$ cat src/hdl/pf_pkg.sv
// Shared types, constants and helper functions for the Playfair digram decipher.
package pf_pkg;

  // Key square geometry.
  localparam int Side     = 5;
  localparam int Cells    = Side * Side;
  localparam int LetterW  = 5;
  localparam int PosW     = $clog2(Cells);
  localparam int CoordW   = $clog2(Side);

  // Configuration register layout.
  localparam int FieldW   = 60;
  localparam int CellsLow = FieldW / LetterW;
  localparam int CellsMid = FieldW / LetterW;
  localparam int CfgIdxW  = 2;

  // Default depth of the queue between front and back.
  localparam int QueueDepthDefault = 4;

  // Register indexes of the configuration port.
  typedef enum logic [CfgIdxW-1:0] {
    REG_LOW  = 2'd0,
    REG_MID  = 2'd1,
    REG_LAST = 2'd2
  } cfg_reg_t;

  typedef logic [LetterW-1:0] letter_t;
  typedef logic [PosW-1:0]    pos_t;
  typedef logic [CoordW-1:0]  coord_t;
  typedef letter_t [Cells-1:0] square_t;

  // One ciphertext digram as it arrives.
  typedef struct packed {
    letter_t cipher_first;
    letter_t cipher_second;
    logic    final_pair;
  } digram_t;

  // One deciphered digram as it leaves.
  typedef struct packed {
    letter_t plain_first;
    letter_t plain_second;
    logic    pair_invalid;
    logic    final_out;
  } result_t;

  // Classified digram handed from the front to the back.
  typedef struct packed {
    pos_t qa;
    pos_t qb;
    logic invalid;
    logic last_pair;
  } work_t;

  // Row of a square position, found by range compares instead of a divide.
  function automatic coord_t pos_row(input pos_t pos);
    coord_t row;
    row = '0;
    for (int r = 1; r < Side; r++) begin
      if (pos >= pos_t'(r * Side)) begin
        row = coord_t'(r);
      end
    end
    return row;
  endfunction

  // Column of a square position, given its row.
  function automatic coord_t pos_col(input pos_t pos, input coord_t row);
    pos_t base;
    base = pos_t'(row) * pos_t'(Side);
    return coord_t'(pos - base);
  endfunction

  // Position from row and column.
  function automatic pos_t make_pos(input coord_t row, input coord_t col);
    return pos_t'(pos_t'(row) * pos_t'(Side) + pos_t'(col));
  endfunction

  // Step one place back along a row or column, wrapping to the far end.
  function automatic coord_t step_back(input coord_t v);
    return (v == '0) ? coord_t'(Side - 1) : coord_t'(v - coord_t'(1));
  endfunction

endpackage

$ cat src/hdl/playfair_digram_decipher_top.sv
// Path: a transferred digram is written to the queue, then loaded into the result register.
// Throughput: one digram per cycle while results are popped; locate logic is combinational.
// With the default four-entry queue, five digrams transfer while no result is popped: four
// wait in the queue and one in the result register.
// Reset (rst, synchronous, active high) empties the queue and result register and clears the
// key square to all zero (every position holds A).
module playfair_digram_decipher_top #(
  parameter int QueueDepth = pf_pkg::QueueDepthDefault
) (
  input  logic                        clk,
  input  logic                        rst,
  input  logic                        push,
  output logic                        full,
  input  pf_pkg::digram_t             digram,
  output logic                        empty,
  input  logic                        pop,
  output pf_pkg::result_t             result,
  input  logic                        cfg_write,
  input  logic [pf_pkg::CfgIdxW-1:0]  cfg_index,
  input  logic [pf_pkg::FieldW-1:0]   cfg_data
);

  logic [pf_pkg::FieldW-1:0]  sq_low;
  logic [pf_pkg::FieldW-1:0]  sq_mid;
  pf_pkg::letter_t            sq_last;
  pf_pkg::square_t            square;
  logic                       queue_write;
  logic                       queue_full;
  logic                       queue_valid;
  logic                       work_take;
  pf_pkg::work_t              front_work;
  pf_pkg::work_t              queue_head;

  // Configuration registers; writes to an unused index are dropped.
  always_ff @(posedge clk) begin
    if (rst) begin
      sq_low  <= '0;
      sq_mid  <= '0;
      sq_last <= '0;
    end else if (cfg_write) begin
      case (cfg_index)
        pf_pkg::REG_LOW:  sq_low  <= cfg_data;
        pf_pkg::REG_MID:  sq_mid  <= cfg_data;
        pf_pkg::REG_LAST: sq_last <= cfg_data[pf_pkg::LetterW-1:0];
        default: ;
      endcase
    end
  end

  // Unpack the three registers into the 25-position square.
  always_comb begin
    for (int p = 0; p < pf_pkg::CellsLow; p++) begin
      square[p] = sq_low[p * pf_pkg::LetterW +: pf_pkg::LetterW];
    end
    for (int p = 0; p < pf_pkg::CellsMid; p++) begin
      square[pf_pkg::CellsLow + p] = sq_mid[p * pf_pkg::LetterW +: pf_pkg::LetterW];
    end
    square[pf_pkg::Cells - 1] = sq_last;
  end

  assign full = queue_full;

  pf_front u_front (
    .square      (square),
    .push        (push),
    .digram      (digram),
    .queue_full  (queue_full),
    .queue_write (queue_write),
    .work        (front_work)
  );

  pf_queue #(
    .Depth (QueueDepth)
  ) u_queue (
    .clk     (clk),
    .rst     (rst),
    .wr      (queue_write),
    .wr_data (front_work),
    .full    (queue_full),
    .rd      (work_take),
    .valid   (queue_valid),
    .rd_data (queue_head)
  );

  pf_back u_back (
    .clk        (clk),
    .rst        (rst),
    .square     (square),
    .work_valid (queue_valid),
    .work       (queue_head),
    .work_take  (work_take),
    .pop        (pop),
    .empty      (empty),
    .result     (result)
  );

endmodule

$ cat src/hdl/pf_front.sv
// Front end: takes digrams, locates both letters in the square and classifies the pair.
module pf_front (
  input  pf_pkg::square_t square,
  input  logic            push,
  input  pf_pkg::digram_t digram,
  input  logic            queue_full,
  output logic            queue_write,
  output pf_pkg::work_t   work
);

  logic          found_a;
  logic          found_b;
  pf_pkg::pos_t  pa;
  pf_pkg::pos_t  pb;
  pf_pkg::coord_t ra;
  pf_pkg::coord_t ca;
  pf_pkg::coord_t rb;
  pf_pkg::coord_t cb;
  logic          bad;

  // An item transfers whenever the queue has room.
  assign queue_write = push && !queue_full;

  // Lowest position holding each letter; scanning downward lets the lowest match win.
  always_comb begin
    found_a = 1'b0;
    found_b = 1'b0;
    pa      = '0;
    pb      = '0;
    for (int p = pf_pkg::Cells - 1; p >= 0; p--) begin
      if (square[p] == digram.cipher_first) begin
        found_a = 1'b1;
        pa      = pf_pkg::pos_t'(p);
      end
      if (square[p] == digram.cipher_second) begin
        found_b = 1'b1;
        pb      = pf_pkg::pos_t'(p);
      end
    end
  end

  // Row and column of both letters.
  always_comb begin
    ra = pf_pkg::pos_row(pa);
    ca = pf_pkg::pos_col(pa, ra);
    rb = pf_pkg::pos_row(pb);
    cb = pf_pkg::pos_col(pb, rb);
  end

  assign bad = !found_a || !found_b || (pa == pb);

  // Target positions by the Playfair rules.
  always_comb begin
    work.invalid   = bad;
    work.last_pair = digram.final_pair;
    if (bad) begin
      work.qa = '0;
      work.qb = '0;
    end else if (ra == rb) begin
      work.qa = pf_pkg::make_pos(ra, pf_pkg::step_back(ca));
      work.qb = pf_pkg::make_pos(rb, pf_pkg::step_back(cb));
    end else if (ca == cb) begin
      work.qa = pf_pkg::make_pos(pf_pkg::step_back(ra), ca);
      work.qb = pf_pkg::make_pos(pf_pkg::step_back(rb), cb);
    end else begin
      work.qa = pf_pkg::make_pos(ra, cb);
      work.qb = pf_pkg::make_pos(rb, ca);
    end
  end

endmodule

$ cat src/hdl/pf_queue.sv
// Small queue of classified digrams between the front and the back.
module pf_queue #(
  parameter int Depth = pf_pkg::QueueDepthDefault
) (
  input  logic          clk,
  input  logic          rst,
  input  logic          wr,
  input  pf_pkg::work_t wr_data,
  output logic          full,
  input  logic          rd,
  output logic          valid,
  output pf_pkg::work_t rd_data
);

  localparam int PtrW = (Depth > 1) ? $clog2(Depth) : 1;
  localparam int CntW = $clog2(Depth + 1);
  localparam logic [PtrW-1:0] LastPtr = PtrW'(Depth - 1);
  localparam logic [CntW-1:0] FullCnt = CntW'(Depth);

  pf_pkg::work_t   slots [Depth];
  logic [PtrW-1:0] wr_ptr;
  logic [PtrW-1:0] rd_ptr;
  logic [CntW-1:0] count;
  logic [CntW-1:0] count_next;
  logic            do_wr;
  logic            do_rd;

  assign full    = (count == FullCnt);
  assign valid   = (count != '0);
  assign rd_data = slots[rd_ptr];
  assign do_wr   = wr && !full;
  assign do_rd   = rd && valid;

  // Occupancy follows the two transfers.
  always_comb begin
    count_next = count;
    if (do_wr && !do_rd) begin
      count_next = count + CntW'(1);
    end else if (do_rd && !do_wr) begin
      count_next = count - CntW'(1);
    end
  end

  // Pointers and occupancy.
  always_ff @(posedge clk) begin
    if (rst) begin
      wr_ptr <= '0;
      rd_ptr <= '0;
      count  <= '0;
    end else begin
      count <= count_next;
      if (do_wr) begin
        wr_ptr <= (wr_ptr == LastPtr) ? '0 : wr_ptr + PtrW'(1);
      end
      if (do_rd) begin
        rd_ptr <= (rd_ptr == LastPtr) ? '0 : rd_ptr + PtrW'(1);
      end
    end
  end

  // Entry storage.
  always_ff @(posedge clk) begin
    if (do_wr) begin
      slots[wr_ptr] <= wr_data;
    end
  end

  // Occupancy never passes the depth.
  a_count_bound: assert property (@(posedge clk) disable iff (rst)
    count <= FullCnt) else $error("queue occupancy beyond depth");

  // A lone write into an empty queue makes it non-empty on the next cycle.
  a_write_shows: assert property (@(posedge clk) disable iff (rst)
    (wr && !valid) |=> valid) else $error("written entry not visible");

endmodule

$ cat src/hdl/pf_back.sv
// Back end: reads the target letters from the square and holds the result register.
module pf_back (
  input  logic            clk,
  input  logic            rst,
  input  pf_pkg::square_t square,
  input  logic            work_valid,
  input  pf_pkg::work_t   work,
  output logic            work_take,
  input  logic            pop,
  output logic            empty,
  output pf_pkg::result_t result
);

  logic out_valid;

  assign empty = !out_valid;

  // Load a new result whenever the register is free or being drained.
  assign work_take = work_valid && (!out_valid || pop);

  always_ff @(posedge clk) begin
    if (rst) begin
      out_valid <= 1'b0;
    end else if (work_take) begin
      out_valid <= 1'b1;
    end else if (pop) begin
      out_valid <= 1'b0;
    end
  end

  // Result payload; an invalid pair gives zero letters.
  always_ff @(posedge clk) begin
    if (work_take) begin
      result.plain_first  <= work.invalid ? '0 : square[work.qa];
      result.plain_second <= work.invalid ? '0 : square[work.qb];
      result.pair_invalid <= work.invalid;
      result.final_out    <= work.last_pair;
    end
  end

  // A waiting result that is not taken stays unchanged.
  a_hold_result: assert property (@(posedge clk) disable iff (rst)
    (out_valid && !pop) |=> $stable(result)) else $error("result changed while waiting");

  // An invalid pair carries zero letters.
  a_invalid_zero: assert property (@(posedge clk) disable iff (rst)
    (out_valid && result.pair_invalid) |-> (result.plain_first == '0 &&
      result.plain_second == '0)) else $error("invalid pair with letters");

endmodule
$ cat config.mk
export PLATFORM = sky130hd
export DESIGN_NAME = playfair_digram_decipher_top
export DESIGN_NICKNAME = d
export VERILOG_FILES = /design/src/hdl/pf_pkg.sv /design/src/hdl/playfair_digram_decipher_top.sv /design/src/hdl/pf_front.sv /design/src/hdl/pf_queue.sv /design/src/hdl/pf_back.sv
export SDC_FILE = /design/constraint.sdc
export NUM_CORES = 1
export LEC_CHECK = 0
export BUFFER_PORTS_ARGS = -buffer_cell sky130_fd_sc_hd__buf_2
export CAP_MARGIN = 20
export CORE_MARGIN = 1.5
export CORE_UTILIZATION = 45
export CTS_CLUSTER_SIZE = 25
export DETAILED_ROUTE_END_ITERATION = 10
export HOLD_SLACK_MARGIN = 0.08
export PLACE_DENSITY_LB_ADDON = 0.2
export SLEW_MARGIN = 10
export SYNTH_ARGS = -nofsm -noshare
export SYNTH_HDL_FRONTEND = slang
export SYNTH_SLANG_ARGS = --single-unit
$ cat constraint.sdc
create_clock -name clk -period 9.9 [get_ports clk]
set_input_delay 0.99 -clock clk [delete_from_list [all_inputs] [get_ports clk]]
set_output_delay 0.99 -clock clk [all_outputs]
set_load 0.1 [all_outputs]
== Yosys cells after proc, flatten, opt, wreduce, memory -nomap -nowiden ==
Memories as Yosys holds them, arrays and structs flattened. A register that Yosys moved wholly into a read port is not among the register bits.
Index checks and enable logic that the tools add are counted.

* Add/subtract/negate cells: 16
* Multiply operators: 4
* Div/mod/pow operators: 0
* Magnitude comparators: 10
* Equality and inequality tests: 58
* Shift operators: 0
* Mux-type cells: 129
* Bitwise logic cells: 0
* Reduce and logical (&&, ||, !) cells: 26

{| class="wikitable"
|+ Operators by type and width
! cell !! number
|-
| 5-bit two-way mux || 52
|-
| 5-bit equality test || 51
|-
| 1-bit two-way mux || 56
|-
| 5-bit binary-select mux with 5-bit select || 2
|-
| 5-bit by 3-bit adder with 5-bit output || 6
|-
| 10-bit two-way mux || 3
|-
| 3-bit two-way mux || 8
|-
| 5-bit by 4-bit >= comparator with 1-bit output (second input constant) || 4
|-
| 3-bit by 3-bit multiplier with 5-bit output (second input constant) || 4
|-
| 2-bit two-way mux || 8
|-
| 3-bit by 1-bit subtractor with 3-bit output (second input constant) || 5
|-
| 3-bit logical NOT || 4
|-
| 5-bit by 6-bit < comparator with 1-bit output (second input constant) || 2
|-
| 5-bit by 3-bit >= comparator with 1-bit output (second input constant) || 2
|-
| 5-bit >= comparator (second input constant) || 2
|-
| 2-bit equality test (second input constant) || 3
|-
| 3-bit equality test || 2
|-
| 1-bit logical AND || 6
|-
| 1-bit logical NOT || 6
|-
| 2-bit AND reduction || 3
|-
| 3-bit subtractor || 2
|-
| 2-bit by 1-bit adder with 2-bit output (second input constant) || 2
|-
| 2-bit nonzero test || 2
|-
| 3-bit by 1-bit adder with 3-bit output (second input constant) || 1
|-
| 5 further kinds || 7
|}

* Register bits: 145
* Bits in latches: 0
* Memory bits (writable): 48
* Bits in read-only memories: 0
* Input bits: 78
* Output and inout bits: 14
* Logic and storage cells: 255
* Memories: 1

{| class="wikitable"
|+ Memory list
! memory !! words !! width !! read ports !! clocked after Yosys merged registers in !! write ports !! RTL line !! text
|-
| u_queue.slots || 4 || 12 || 1 || 1 || 1 || pf_queue.sv:20 || <nowiki>pf_pkg::work_t slots [Depth];</nowiki>
|}

== Depth between registers and ports, before layout ==
* Depth after elaboration: 38
* Gate-level depth with buffers: 26
* Depth with buffers taken out: 23

== By module ==
A second synthesis with hierarchy kept.

* Cell total of the unflattened synthesis: 1,484
* Area, all modules: 15,344.7 sq um

{| class="wikitable"
|+ By module, submodules not included
! module !! instances !! cells each !! area each (sq um) !! sequential area each (sq um)
|-
| pf_front || 1 || 685 || 5,238.8 || 0.0
|-
| playfair_digram_decipher_top || 1 || 474 || 5,156.2 || 2,502.4
|-
| pf_back || 1 || 213 || 2,728.9 || 380.4
|-
| pf_queue || 1 || 112 || 2,220.9 || 1,621.6
|}

== Worst setup path after synthesis ==
No wires, ideal clock.

* Kind: input -> register
* From: input port digram[10] (netlist name)
* To: memory u_queue.slots[0][11] (netlist name) (data pin)
* Setup time: 0.219 ns
* Arrival time: 6.024 ns
* Required time: 9.681 ns
* Path slack: 3.657 ns
* Stages: 26
* Buffers on the path: 3
* Path through: buf_4 buf_6 buf_6 xnor2_1 nand3_1 nor3_1 nor2_1 and4_1 a211oi_2 nand3_2 o221ai_4 nand2_1 inv_1 ha_1 inv_1 fa_1 xor2_1 xnor2_4 ha_1 ha_1 a21o_1 a21oi_1 xor2_1 xnor2_1 nor3_1 o31ai_1

{| class="wikitable"
|+ RTL lines
! what !! RTL line !! text
|-
| start: declaration || playfair_digram_decipher_top.sv:14 || <nowiki>input pf_pkg::digram_t digram,</nowiki>
|-
| end: declaration || pf_queue.sv:20 ||
|}

==> flow_summary.ini <==
[yosys]
yosysTopAreaCellShare_pct = 19.0
synth-adder-area-share_pct = 4.35
ys_seq_area_share_pct = 31.7
async_reset_ff_share_pct = 0
synthTopCellsByCount = nand2_1, a21oi_1, xor2_1
synth_top_area_cell = dfxtp_1
synth_seq_cells = 195
synth_top_family_by_area = XOR/XNOR gates
synth_area_sq_um = 14200
yosys.cell_count.top_type = nand2_1
synth_compound_area_share_pct = 12.1
synthSimpleGateAreaFrac_pct = 16.3
syn_avg_cell_area_sq_um = 9.27
yosysUniqueCellTypes = 82
synthesis.nets = 1656
yosys_warnings = 0
synth_edf_count = 60
synth_xor_area_share_pct = 17.4
synth_area_leaders = dfxtp_1, edfxtp_1, mux4_2
postSynthCellCount = 1534
ys.flop_type = dfxtp_1
muxShareOfSynthArea_pct = 13.6

[clocking]
cts_buffer_depth = 2
cts_tree = yes
clock_sinks = 195
cts_hold_buf = 0
cts-resized-gates = 0
clock_latency_ps = 460
htreeDepth = 4
clk_pin_slew_worst_paths_ps = 70
cts-root-buf = clkbuf_16
cts_buffers = 17
post_cts_buffers = 0

[route]
antenna_left = 0
dr.max_layer_used = met5
met3_length_um = 3900
wl_met1_um = 19500
dr_wl_met2_um = 19000
drt-total-wl_um = 43500
drtIter0Drc = 1144
vias = 11700
wire_per_inst_um = 22.2
drc = 0
drt_pre_antenna_iters = 5
viasPerCell = 5.97

[min_path]
hold_start = u_back.out_valid
hold_path_class = reg -> reg

[grt]
grt_pass1_vias = 11100
grt_pass1_wl_um = 67300
gr-total-overflow = 0
grt.total_usage_pct = 27.1
grt_antenna_before_repair = 3
grt_start_max_net_pins = 73

[worst_setup_path]
critPathLaunchType = input port
endpoint_kind = register
cp.required_ps = 10090
worstPathArrival_ps = 7540
cp-startpoint = digram[10]
criticalPathCategory = in -> reg
worstReg2RegStart = sq_mid[54]
crit_fanout = 25

[pwr]
irDropWorstVdd_uv = 198
p_per_area_nw_per_um2 = 255
p_leak_uw = 0.00573

[status]
outcome = complete, no violations

[timing]
rsz0062_at_grt = false
hold_viol_final = 0
tns_ps = 0
slew_headroom_pct = 37.9
skew_ps = 13.2
fmax_ghz = 0.136
fin_crit_sh_pct = 74.3
worst_pin_slew_ps = 931
setup_viol = 0
drv_slew = 0
fin_crit_ps = 7350

[finish]
n_fill_cell = 2897
drive_above_1_share_pct = 14.7
nNetsFinal = 1673
num_antenna_cells = 0
finalNonFillerCells = 1960
fin_area_sq_um = 15300
synthToLayoutAreaGrowth_pct = 7.46

[die]
die_w_um = 181
ios = 92
chipHeight_um = 181
die_area_sq_um = 32700
core-area_sq_um = 30800
core.rowCount = 64
start_util_pct = 46.1

[job]
drv_cap = 0

[placed_design]
dpl.hpwl_um = 32000
io_buffer_count = 91
place.gp.congestion = 0.930
place_area_sq_um = 14700
dp.cells = 1928
kinds of logic (layout without fill, tap and decap cells):
| kind of cell | after synthesis | after routing |
|---|---|---|
| AO/OA/AOI/OAI | 266 | 266 |
| AND/OR/NAND/NOR | 507 | 507 |
| multiplexers | 103 | 103 |
| buffers and inverters | 139 | 169 |
| other | 1 | 1 |
| adder cells (fa/ha/maj) | 44 | 44 |
| XOR/XNOR | 279 | 279 |
| flip-flops | 195 | 195 |
layout make-up:
class	count	area (sq um)	share of cell area (%)
Sequential cell	195	4500	29.5
Inverter	38	143	0.934
Multi-Input combinational cell	1200	9060	59.3
Clock inverter	15	129	0.844
Timing Repair Buffer	99	518	3.39
Clock buffer	17	425	2.78
Tap cell	396	495	3.24
metal layers:
layer,GRT usage [%],up-vias
met5,0,-
li1,-,5405
met1,38.5,5705
met2,40.2,520
met4,9.71,2
met3,6.45,74
stage by stage:
step / hold slack (ps) / util (%) / power, uW / worst slack [ps]
global route: 547 / 49.6 / 4140 / 2120
global placement: 459 / 47.8 / 3220 / 2180
floorplan: 445 / - / 2780 / 3660
CTS: 484 / 49.6 / 3900 / 2600
detailed placement: 473 / 47.8 / 3240 / 2140
finish: 479 / 49.6 / 3890 / 2550
report_power, final:
group | switching, uW | total (uW) | internal (uW)
Combinational | 1380 | 2180 | 800
Clock | 336 | 665 | 328
Sequential | 80.3 | 1050 | 967
worst max-delay path, stage by stage:
cell      delay, ps
buf_2           700
xnor2_1         200
nand3_1         100
nor3_1          510
o221a_2         300
o211ai_1        150
a211oi_2        580
nand3_2         190
o221ai_4        410
nand2_1         170
inv_1           180
ha_1            160
inv_1            50
fa_1            370
xor2_1          370
xnor2_4         190
ha_1            360
ha_1            290
a21o_1          170
a21oi_1         160
xor2_1          220
xnor2_1         170
nor3_1           70
o31ai_1         480
flip-flops by register name, summed over array words and instances (netlist names), named ones only:
register	count
u_queue.wr_ptr	2
u_back.result	12
u_queue.rd_ptr	2
u_queue.slots	48
u_back.out_valid	1
u_queue.count	3
sq_mid	60
sq_low	60
sq_last	5
cell usage in the layout, fill, tap and decap left out, drive strengths merged, types with 35 or more instances in the layout:
cell,n
inv,41
buf,99
a21oi,154
dfxtp,135
nand3,53
mux4,72
xor2,142
nor2,45
ha,35
xnor2,137
edfxtp,60
nand2,282
nor3,61
path summary, 6_finish.rpt:
kind         slack, ps  cells after the start              endpoint
min reg2reg        480                      2      u_back.out_valid
max reg2reg       3330                     23  u_queue.slots[2][11]
min                480                      2      u_back.out_valid
max               2550                     24  u_queue.slots[2][11]
Power figures use the tool's default switching activity.
